$ cat src/hw/rtl/gama_pkg.sv
// Shared types and constants of the gap-aware moving average unit.
// No dependencies; gama_div, gama_core and the top module import this package.
package gama_pkg;

    localparam int TS_BITS   = 48;
    localparam int WIN_BITS  = 5;
    localparam int GAP_BITS  = 32;
    localparam int NUM_CH    = 3;
    localparam int SUPP_BITS = 3;
    localparam int CFG_IDX_BITS = 1;

    // Configuration register indexes.
    localparam logic [CFG_IDX_BITS-1:0] REG_WINDOW_SIZE = 1'b0;
    localparam logic [CFG_IDX_BITS-1:0] REG_MAX_GAP     = 1'b1;

    localparam logic [WIN_BITS-1:0]  WIN_RESET      = 5'd8;
    localparam logic [WIN_BITS-1:0]  MIN_WINDOW     = 5'd2;
    localparam logic [GAP_BITS-1:0]  GAP_RESET      = 32'd1000;
    localparam logic [SUPP_BITS-1:0] SUPPRESS_START = 3'd4;

    typedef enum logic [2:0] {
        ST_IDLE,
        ST_READ,
        ST_ADD,
        ST_LAUNCH,
        ST_WAIT,
        ST_DONE
    } state_t;

    typedef struct packed {
        logic [WIN_BITS-1:0] window_size;
        logic [GAP_BITS-1:0] max_gap_ms;
    } cfg_t;

    typedef struct packed {
        logic averaged;
        logic gap_flag;
    } res_flags_t;

endpackage

$ cat src/hw/rtl/gama_ram.sv
// Generic single-port RAM with a registered read.
// Depends on nothing.
module gama_ram #(
    parameter int WIDTH = 72,
    parameter int DEPTH = 16
) (
    input  logic                     aclk,
    input  logic                     we,
    input  logic [$clog2(DEPTH)-1:0] addr,
    input  logic [WIDTH-1:0]         wdata,
    output logic [WIDTH-1:0]         rdata
);

    logic [WIDTH-1:0] mem_reg [DEPTH];
    logic [WIDTH-1:0] rdata_reg;

    always_ff @(posedge aclk) begin
        if (we) begin
            mem_reg[addr] <= wdata;
        end
        rdata_reg <= mem_reg[addr];
    end

    assign rdata = rdata_reg;

endmodule

$ cat src/hw/rtl/gama_div.sv
// Bit-serial signed divider by the window size, truncating toward zero.
// Depends on gama_pkg for the window size width.
module gama_div
    import gama_pkg::*;
#(
    parameter int SUM_BITS = 29,
    parameter int Q_BITS   = 24
) (
    input  logic                       aclk,
    input  logic                       aresetn,
    input  logic                       start,
    input  logic signed [SUM_BITS-1:0] dividend,
    input  logic [WIN_BITS-1:0]        divisor,
    output logic                       done,
    output logic [Q_BITS-1:0]          quotient
);

    localparam int CNT_BITS = $clog2(SUM_BITS);
    localparam logic [CNT_BITS-1:0] LAST_STEP = CNT_BITS'(SUM_BITS - 1);

    logic                busy_reg;
    logic                done_reg;
    logic [CNT_BITS-1:0] cnt_reg;
    logic [SUM_BITS-1:0] mag_reg;
    logic [WIN_BITS-1:0] rem_reg;
    logic                neg_reg;

    logic [WIN_BITS:0]   rem_shift;
    logic                take;
    logic [WIN_BITS:0]   rem_diff;
    logic [Q_BITS-1:0]   q_low;

    // One quotient bit per cycle; the dividend shifts out at the top while
    // quotient bits shift in at the bottom of the same register.
    assign rem_shift = {rem_reg, mag_reg[SUM_BITS-1]};
    assign take      = rem_shift >= {1'b0, divisor};
    assign rem_diff  = rem_shift - {1'b0, divisor};

    always_ff @(posedge aclk) begin
        if (!aresetn) begin
            busy_reg <= 1'b0;
            done_reg <= 1'b0;
            cnt_reg  <= '0;
        end else begin
            done_reg <= 1'b0;
            if (start) begin
                busy_reg <= 1'b1;
                cnt_reg  <= '0;
            end else if (busy_reg) begin
                cnt_reg <= cnt_reg + 1'b1;
                if (cnt_reg == LAST_STEP) begin
                    busy_reg <= 1'b0;
                    done_reg <= 1'b1;
                end
            end
        end
    end

    always_ff @(posedge aclk) begin
        if (start) begin
            neg_reg <= dividend[SUM_BITS-1];
            mag_reg <= dividend[SUM_BITS-1] ? -dividend : dividend;
            rem_reg <= '0;
        end else if (busy_reg) begin
            rem_reg <= take ? rem_diff[WIN_BITS-1:0] : rem_shift[WIN_BITS-1:0];
            mag_reg <= {mag_reg[SUM_BITS-2:0], take};
        end
    end

    assign q_low    = mag_reg[Q_BITS-1:0];
    assign quotient = neg_reg ? -q_low : q_low;
    assign done     = done_reg;

endmodule

$ cat src/hw/rtl/gama_core.sv
// Sequencer, window store, running sums and gap tracking of the averager.
// Depends on gama_pkg, gama_ram and gama_div.
module gama_core
    import gama_pkg::*;
#(
    parameter int MAX_WINDOW  = 16,
    parameter int SAMPLE_BITS = 24
) (
    input  logic                         aclk,
    input  logic                         aresetn,
    input  logic                         clear,
    input  cfg_t                         cfg,
    input  logic                         in_valid,
    output logic                         in_ready,
    input  logic [TS_BITS-1:0]           in_ts,
    input  logic [NUM_CH*SAMPLE_BITS-1:0] in_samples,
    output logic                         out_valid,
    input  logic                         out_ready,
    output res_flags_t                   out_flags,
    output logic [NUM_CH*SAMPLE_BITS-1:0] out_avgs
);

    localparam int SUM_BITS = SAMPLE_BITS + WIN_BITS;
    localparam int PTR_BITS = $clog2(MAX_WINDOW);
    localparam int CMP_BITS = (PTR_BITS + 1 > WIN_BITS) ? PTR_BITS + 1 : WIN_BITS;
    localparam int CH_BITS  = $clog2(NUM_CH);
    localparam logic [CH_BITS-1:0]  LAST_CH = CH_BITS'(NUM_CH - 1);
    localparam logic [CMP_BITS-1:0] DEPTH_C = CMP_BITS'(MAX_WINDOW);

    state_t state_reg, state_next;

    logic [TS_BITS-1:0]     ts_reg;
    logic [TS_BITS-1:0]     last_ts_reg;
    logic [TS_BITS-1:0]     diff_reg;
    logic [WIN_BITS-1:0]    fill_reg;
    logic [PTR_BITS-1:0]    wp_reg;
    logic                   gap_active_reg;
    logic [SUPP_BITS-1:0]   supp_reg;
    logic                   gap_flag_reg;
    logic                   averaged_reg;
    logic [CH_BITS-1:0]     ch_reg;

    logic signed [SAMPLE_BITS-1:0] new_reg [NUM_CH];
    logic signed [SUM_BITS-1:0]    sum_reg [NUM_CH];
    logic [SAMPLE_BITS-1:0]        avg_reg [NUM_CH];

    logic                          ram_we;
    logic [NUM_CH*SAMPLE_BITS-1:0] ram_wdata;
    logic [NUM_CH*SAMPLE_BITS-1:0] ram_rdata;

    logic                   div_start;
    logic                   div_done;
    logic [SAMPLE_BITS-1:0] div_q;

    logic                   gap_now;
    logic                   full_now;
    logic [CMP_BITS-1:0]    wp_inc;
    logic [SUPP_BITS-1:0]   supp_dec;

    assign full_now = fill_reg >= cfg.window_size;
    assign gap_now  = (fill_reg != '0) &&
                      (diff_reg > {{(TS_BITS-GAP_BITS){1'b0}}, cfg.max_gap_ms});
    assign wp_inc   = CMP_BITS'(wp_reg) + 1'b1;
    assign supp_dec = (supp_reg != '0) ? supp_reg - 1'b1 : supp_reg;

    always_comb begin
        for (int i = 0; i < NUM_CH; i++) begin
            ram_wdata[i*SAMPLE_BITS +: SAMPLE_BITS] = new_reg[i];
            out_avgs[i*SAMPLE_BITS +: SAMPLE_BITS]  = avg_reg[i];
        end
    end

    gama_ram #(
        .WIDTH (NUM_CH * SAMPLE_BITS),
        .DEPTH (MAX_WINDOW)
    ) u_window (
        .aclk  (aclk),
        .we    (ram_we),
        .addr  (wp_reg),
        .wdata (ram_wdata),
        .rdata (ram_rdata)
    );

    gama_div #(
        .SUM_BITS (SUM_BITS),
        .Q_BITS   (SAMPLE_BITS)
    ) u_div (
        .aclk     (aclk),
        .aresetn  (aresetn),
        .start    (div_start),
        .dividend (sum_reg[ch_reg]),
        .divisor  (cfg.window_size),
        .done     (div_done),
        .quotient (div_q)
    );

    always_comb begin
        state_next = state_reg;
        unique case (state_reg)
            ST_IDLE:   if (in_valid) state_next = ST_READ;
            ST_READ:   state_next = ST_ADD;
            ST_ADD:    state_next = (full_now && !gap_active_reg) ? ST_LAUNCH : ST_DONE;
            ST_LAUNCH: state_next = ST_WAIT;
            ST_WAIT: begin
                if (div_done) begin
                    state_next = (ch_reg == LAST_CH) ? ST_DONE : ST_LAUNCH;
                end
            end
            ST_DONE:   if (out_ready) state_next = ST_IDLE;
            default:   state_next = ST_IDLE;
        endcase
    end

    always_comb begin
        in_ready  = (state_reg == ST_IDLE);
        ram_we    = (state_reg == ST_READ);
        div_start = (state_reg == ST_LAUNCH);
        out_valid = (state_reg == ST_DONE);
    end

    assign out_flags.gap_flag = gap_flag_reg;
    assign out_flags.averaged = averaged_reg;

    always_ff @(posedge aclk) begin
        if (!aresetn) begin
            state_reg      <= ST_IDLE;
            fill_reg       <= '0;
            wp_reg         <= '0;
            last_ts_reg    <= '0;
            gap_active_reg <= 1'b0;
            supp_reg       <= '0;
            for (int i = 0; i < NUM_CH; i++) begin
                sum_reg[i] <= '0;
            end
        end else begin
            state_reg <= state_next;
            if (clear) begin
                fill_reg <= '0;
                wp_reg   <= '0;
                for (int i = 0; i < NUM_CH; i++) begin
                    sum_reg[i] <= '0;
                end
            end else begin
                unique case (state_reg)
                    ST_READ: begin
                        if (gap_now) begin
                            gap_active_reg <= 1'b1;
                            supp_reg       <= SUPPRESS_START;
                        end
                        last_ts_reg <= ts_reg;
                        // The entry being replaced leaves the sum only once the
                        // window has filled up.
                        if (!full_now) begin
                            fill_reg <= fill_reg + 1'b1;
                        end else begin
                            for (int i = 0; i < NUM_CH; i++) begin
                                sum_reg[i] <= sum_reg[i] - SUM_BITS'($signed(
                                    ram_rdata[i*SAMPLE_BITS +: SAMPLE_BITS]));
                            end
                        end
                        if (wp_inc >= CMP_BITS'(cfg.window_size) || wp_inc == DEPTH_C) begin
                            wp_reg <= '0;
                        end else begin
                            wp_reg <= wp_inc[PTR_BITS-1:0];
                        end
                    end
                    ST_ADD: begin
                        for (int i = 0; i < NUM_CH; i++) begin
                            sum_reg[i] <= sum_reg[i] + SUM_BITS'(new_reg[i]);
                        end
                        if (full_now && gap_active_reg) begin
                            supp_reg <= supp_dec;
                            if (supp_dec == '0) begin
                                gap_active_reg <= 1'b0;
                            end
                        end
                    end
                    default: begin
                    end
                endcase
            end
        end
    end

    always_ff @(posedge aclk) begin
        unique case (state_reg)
            ST_IDLE: begin
                if (in_valid) begin
                    ts_reg <= in_ts;
                    for (int i = 0; i < NUM_CH; i++) begin
                        new_reg[i] <= in_samples[i*SAMPLE_BITS +: SAMPLE_BITS];
                    end
                end
            end
            ST_READ: begin
                gap_flag_reg <= gap_now;
            end
            ST_ADD: begin
                averaged_reg <= full_now && !gap_active_reg;
                ch_reg       <= '0;
                for (int i = 0; i < NUM_CH; i++) begin
                    avg_reg[i] <= '0;
                end
            end
            ST_WAIT: begin
                if (div_done) begin
                    avg_reg[ch_reg] <= div_q;
                    ch_reg          <= ch_reg + 1'b1;
                end
            end
            default: begin
            end
        endcase
    end

    // Time step since the previous sample, modulo 2^48.
    always_ff @(posedge aclk) begin
        if (state_reg == ST_IDLE && in_valid) begin
            diff_reg <= in_ts - last_ts_reg;
        end
    end

endmodule

$ cat src/hw/rtl/gap_aware_moving_average_unit.sv
// Gap-aware moving average unit: streams in timestamped power, voltage and
// current samples and returns one result per sample.
//
// The s_ channel takes one sample per transfer; the m_ channel returns one
// result per sample, in order. Window size and gap limit are to be written
// through the cfg_ port only while the unit is idle, which the unit itself
// does not enforce; writing the window size empties the window but keeps the
// gap state. For a sample that gets averages, the three window sums go one
// after another through a bit-serial divider, one quotient bit per cycle.
// One sample is worked on at a time; s_tready comes back once the result
// has moved into the output register.
// A result waits in the output register while m_tready is low; the next
// sample is already taken and worked on meanwhile, and it waits at the end
// of its work until the register frees up.
// Reset (aresetn low, synchronous) empties the window, clears the gap state
// and sets window size 8 and gap limit 1000 ms.
module gap_aware_moving_average_unit
    import gama_pkg::*;
#(
    parameter int MAX_WINDOW  = 16,
    parameter int SAMPLE_BITS = 24,
    localparam int S_TDATA_W  = ((TS_BITS + NUM_CH * SAMPLE_BITS + 7) / 8) * 8,
    localparam int M_TDATA_W  = ((NUM_CH * SAMPLE_BITS + 7) / 8) * 8
) (
    input  logic                    aclk,
    input  logic                    aresetn,
    input  logic                    cfg_wr_en,
    input  logic [CFG_IDX_BITS-1:0] cfg_index,
    input  logic [GAP_BITS-1:0]     cfg_wdata,
    input  logic                    s_tvalid,
    output logic                    s_tready,
    // timestamp_ms, power, voltage, current, zero padding
    input  logic [S_TDATA_W-1:0]    s_tdata,
    output logic                    m_tvalid,
    input  logic                    m_tready,
    // avg_power, avg_voltage, avg_current, zero padding
    output logic [M_TDATA_W-1:0]    m_tdata,
    // gap_flag, averaged
    output logic [1:0]              m_tuser
);

    localparam int W_CAP = (MAX_WINDOW > 31) ? 31 : MAX_WINDOW;
    localparam logic [WIN_BITS-1:0] W_CAP_L = WIN_BITS'(W_CAP);

    cfg_t                          cfg_reg;
    logic [WIN_BITS-1:0]           win_req;
    logic [WIN_BITS-1:0]           win_clamped;
    logic                          win_write;

    logic                          core_out_valid;
    logic                          core_out_ready;
    res_flags_t                    core_flags;
    logic [NUM_CH*SAMPLE_BITS-1:0] core_avgs;

    logic                          m_valid_reg;
    logic [M_TDATA_W-1:0]          m_tdata_reg;
    logic [1:0]                    m_tuser_reg;

    assign win_req     = cfg_wdata[WIN_BITS-1:0];
    assign win_clamped = (win_req < MIN_WINDOW) ? MIN_WINDOW :
                         (win_req > W_CAP_L)    ? W_CAP_L    : win_req;
    assign win_write   = cfg_wr_en && (cfg_index == REG_WINDOW_SIZE);

    always_ff @(posedge aclk) begin
        if (!aresetn) begin
            cfg_reg.window_size <= WIN_RESET;
            cfg_reg.max_gap_ms  <= GAP_RESET;
        end else if (cfg_wr_en) begin
            unique case (cfg_index)
                REG_WINDOW_SIZE: cfg_reg.window_size <= win_clamped;
                REG_MAX_GAP:     cfg_reg.max_gap_ms  <= cfg_wdata;
                default: begin
                end
            endcase
        end
    end

    gama_core #(
        .MAX_WINDOW  (MAX_WINDOW),
        .SAMPLE_BITS (SAMPLE_BITS)
    ) u_core (
        .aclk       (aclk),
        .aresetn    (aresetn),
        .clear      (win_write),
        .cfg        (cfg_reg),
        .in_valid   (s_tvalid),
        .in_ready   (s_tready),
        .in_ts      (s_tdata[TS_BITS-1:0]),
        .in_samples (s_tdata[TS_BITS +: NUM_CH*SAMPLE_BITS]),
        .out_valid  (core_out_valid),
        .out_ready  (core_out_ready),
        .out_flags  (core_flags),
        .out_avgs   (core_avgs)
    );

    // The output register loads whenever it is empty or its transfer completes.
    assign core_out_ready = !m_valid_reg || m_tready;

    always_ff @(posedge aclk) begin
        if (!aresetn) begin
            m_valid_reg <= 1'b0;
        end else if (core_out_ready) begin
            m_valid_reg <= core_out_valid;
        end
    end

    always_ff @(posedge aclk) begin
        if (core_out_ready && core_out_valid) begin
            m_tdata_reg <= M_TDATA_W'(core_avgs);
            m_tuser_reg <= {core_flags.averaged, core_flags.gap_flag};
        end
    end

    assign m_tvalid = m_valid_reg;
    assign m_tdata  = m_tdata_reg;
    assign m_tuser  = m_tuser_reg;

endmodule
$ cat config.mk
export PLATFORM = sky130hd
export DESIGN_NAME = gap_aware_moving_average_unit
export DESIGN_NICKNAME = d
export VERILOG_FILES = /design/src/hw/rtl/gama_pkg.sv /design/src/hw/rtl/gama_ram.sv /design/src/hw/rtl/gama_div.sv /design/src/hw/rtl/gama_core.sv /design/src/hw/rtl/gap_aware_moving_average_unit.sv
export SDC_FILE = /design/constraint.sdc
export NUM_CORES = 2
export LEC_CHECK = 0
export BUFFER_PORTS_ARGS = -buffer_cell sky130_fd_sc_hd__buf_4
export CORE_UTILIZATION = 55
export DETAILED_ROUTE_END_ITERATION = 10
export PLACE_DENSITY_LB_ADDON = 0.1
export SETUP_SLACK_MARGIN = 0.1
export SYNTH_ARGS = -nofsm -noshare
export SYNTH_HDL_FRONTEND = slang
export SYNTH_SLANG_ARGS = --single-unit
$ cat constraint.sdc
create_clock -name aclk -period 7.3 [get_ports aclk]
set_input_delay 0.73 -clock aclk [delete_from_list [all_inputs] [get_ports aclk]]
set_output_delay 0.73 -clock aclk [all_outputs]
set_load 0.02 [all_outputs]
==> results.md <==
* Status: finished clean
* Clk slew on worst S/H paths at 0.06 ns
* Area delta synth->final at 13.1%
* Die area at 142000 µm²
* Vias in the first global route at 42800
* Root buffer cell: clkbuf_16
* CP required at 7.82 ns
* Hold_sp: s_tdata[56]
* Worst slew pin tran at 1.19 ns
* Die Span X at 377 µm
* Largest net degree at the start of global routing at 139
* Cell Area, Placed at 81300 µm²
* GPL Wtd Cong at 0.888
* Hold WC Path Type: in -> reg
* DRC violations left at 0
* # clock sinks at 1775
* CTS Buffer Depth at 3
* Crit Path Category: reg -> reg
* Drt pass-1 iters at 5
* First-pass GRT wire length at 269000 µm
* Total gr overflow at 0
* H-Tree Depth at 4
* Final hold violations at 0
* Crit-path max cell delay at 0.67 ns
* Hold-critical path depth at 1
* Total global-route track usage at 25.5%
* Hold endpoint: u_core.new_reg[0][8]$_DFFE_PP_
* Yosys top cell area share at 61.6%
* Top post-synthesis cells by area: edfxtp_1 (62%), mux4_2 (10%), dfxtp_1 (4.9%)
* Asr flop ratio synth at 0%
* Dpl cells at 6923
* Core ar. at 140000 µm²
* IO Count at 234
* RR Endpoint: u_core.sum_reg[0][28]$_DFFE_PP_
* Static leakage at 30.3 nW
* Number of synthesized flops with an enable pin at 1587
* Slew Limit Fails at 0
* Count leader, synth: edfxtp_1
* Worst setup SP type: flip-flop
* CTS Hold Bufs at 0
* Fin Setup TNS at 0 ns
* Synth area leader: edfxtp_1
* CP top delay family: compound AO/OA/AOI/OAI gates
* VDD IR max at 0.000235 V
* Pwr Total at 23.7 mW
* Layout fillers at 10200
* Fin crit share at 53.5%
* Worst-path fanout max at 17
* Final wirelength at 181000 µm
* Post-CTS Repair Setup Buffers at 0
* Synth Register Bits at 1775
* I/O Buffers at 233
* Worst path cell trace: ha_1, inv_1, fa_1, nor2b_1, o21ai_0, a21boi_0, o21ai_0, a211oi_1, o2111ai_1, a211oi_1, o22ai_1, xnor2_1, o22ai_1
* Crit. End Element: flip-flop
* Initial antenna violation count at 4
* Non-Filler Instances at 7259
* Worst hold slack at 0.0824 ns
* Register-to-Register Path Depth at 13
* Commonest cells in the netlist: edfxtp_1 (1587), mux4_2 (360), nand2_1 (341), a21oi_1 (298), ha_1 (279)
* Yosys cell types at 90
* Synth warn at 0
* Post-Syn Nets at 5389
* Max cap viols at 0
* PD cells at 271 nW/µm²
* Worst Clk Skew at 0.0399 ns
* WP buf/inv at 1
* Worst-Skew Late Latency at 0.82 ns
* Relative slew slack at 20.5%
* DR vias at 43600
* Hpwl dp at 112000 µm
* Layout net count at 5674
* Starting Density at 55.4%
* Cells after Synth at 4944
* Post-DRT Antenna Nets at 0
* Avg Synthesized Cell Area at 15.6 µm²
* # diodes at 0
* Reg2reg setup slack at 3.40 ns
* Seq/Total Area, Yosys at 66.5%
* Design Area, Final at 87400 µm²
* Fmax at 256 MHz
* CTS tree: done
* Vert. Die Dim at 377 µm
* Core Rows at 137
* Vias per inst at 6.01
* TritonCTS Buffers at 180
* Max FFs per register at 1152
* Final setup vio count at 0
* Initial DRC count at 3813
* CP max stage cell: edfxtp_1
* Final worst path period need at 3.90 ns
* Drt wl/cell at 24.9 µm
* Worst flop-to-flop path startpoint: u_core.new_reg[0][0]$_DFFE_PP_
* PostCTS Resize Cnt at 0
* Layout cells sized above 1 at 18.3%
* RSZ-0062 raised after global routing: false
* Arrival @ worst endpoint at 4.43 ns
* Most used flip-flop cell after synthesis: edfxtp_1
* Post-Syn Area at 77300 µm²
[layout by cell type, fill, tap and decap left out, types with 28 or more instances in the layout]
cell,Yosys,final
edfxtp_1,1587,1587
mux4_2,360,360
nand2_1,341,339
a21oi_1,298,298
ha_1,279,279
buf_4,3,272
inv_1,241,240
nor2_1,242,238
dfxtp_1,188,183
clkbuf_16,0,183
o21ai_0,167,167
xnor2_1,131,131
xor2_1,116,116
a21o_1,114,114
o22ai_1,62,62
nand3_1,61,59
nor3_1,50,50
nand2b_1,41,41
nor2b_1,40,40
o21a_1,37,37
clkbuf_1,149,37
mux2i_1,36,36
nand4_1,28,28
[routing by layer]
layer	global-route usage, %	vias up	share of wire, %
li1	-	19800	-
met1	37.5	22200	45
met2	40.3	1369	47
met3	3.56	260	5.7
met4	6.62	0	2.3
met5	0	-	0
[layout make-up]
| class | count | area, µm² | share of cell area (%) |
|---|---|---|---|
| clock inverter | 101 | 1270 | 1.45 |
| clock buffer | 235 | 4920 | 5.63 |
| inverter | 243 | 912 | 1.04 |
| tap | 1876 | 2350 | 2.68 |
| multi-input combinational | 2753 | 24400 | 27.9 |
| sequential | 1775 | 51400 | 58.8 |
| timing repair buffer | 276 | 2120 | 2.43 |
[power by group]
group          leakage [nW]  switching [mW]  internal, mW
registers              16.1           0.348          11.4
clock network          3.01            3.93          5.61
logic                  11.2            1.37          1.04
total                  30.3            5.65          18.1
[stage by stage]
step / utilization (%) / worst slack, ns
floorplan: - / 1.59
global placement: 58.2 / 3.31
detailed placement: 58.2 / 3.27
CTS: 62.7 / 3.28
global route: 62.7 / 2.97
finish: 62.7 / 3.40
[worst max path at each step]
stage,endpoint,depth (start not counted),slack (ns),start
floorplan,u_core.diff_reg[0]$_DFFE_PP_,4,1.59,u_core.state_reg[0]$_SDFFE_PN0P_
global placement,u_core.diff_reg[39]$_DFFE_PP_,12,3.31,s_tdata[14]
detailed placement,u_core.u_window.mem_reg[15][63]$_DFFE_PP_,6,3.27,u_core.wp_reg[1]$_SDFFE_PP0P_
CTS,u_core.u_window.mem_reg[15][64]$_DFFE_PP_,6,3.28,u_core.wp_reg[1]$_SDFFE_PP0P_
global route,u_core.wp_reg[1]$_SDFFE_PP0P_,11,2.97,u_core.wp_reg[1]$_SDFFE_PP0P_
finish,u_core.sum_reg[0][28]$_DFFE_PP_,13,3.40,u_core.new_reg[0][0]$_DFFE_PP_
[kinds of logic after synthesis]
kind of cell | synth area share [%]
AO/OA/AOI/OAI | 7.47
adder cells (fa/ha/maj) | 4.72
buffers and inverters | 2.04
XOR/XNOR | 2.80
flip-flops | 66.5
multiplexers | 11.1
AND/OR/NAND/NOR | 5.39
(Power assumes the default switching activity.)
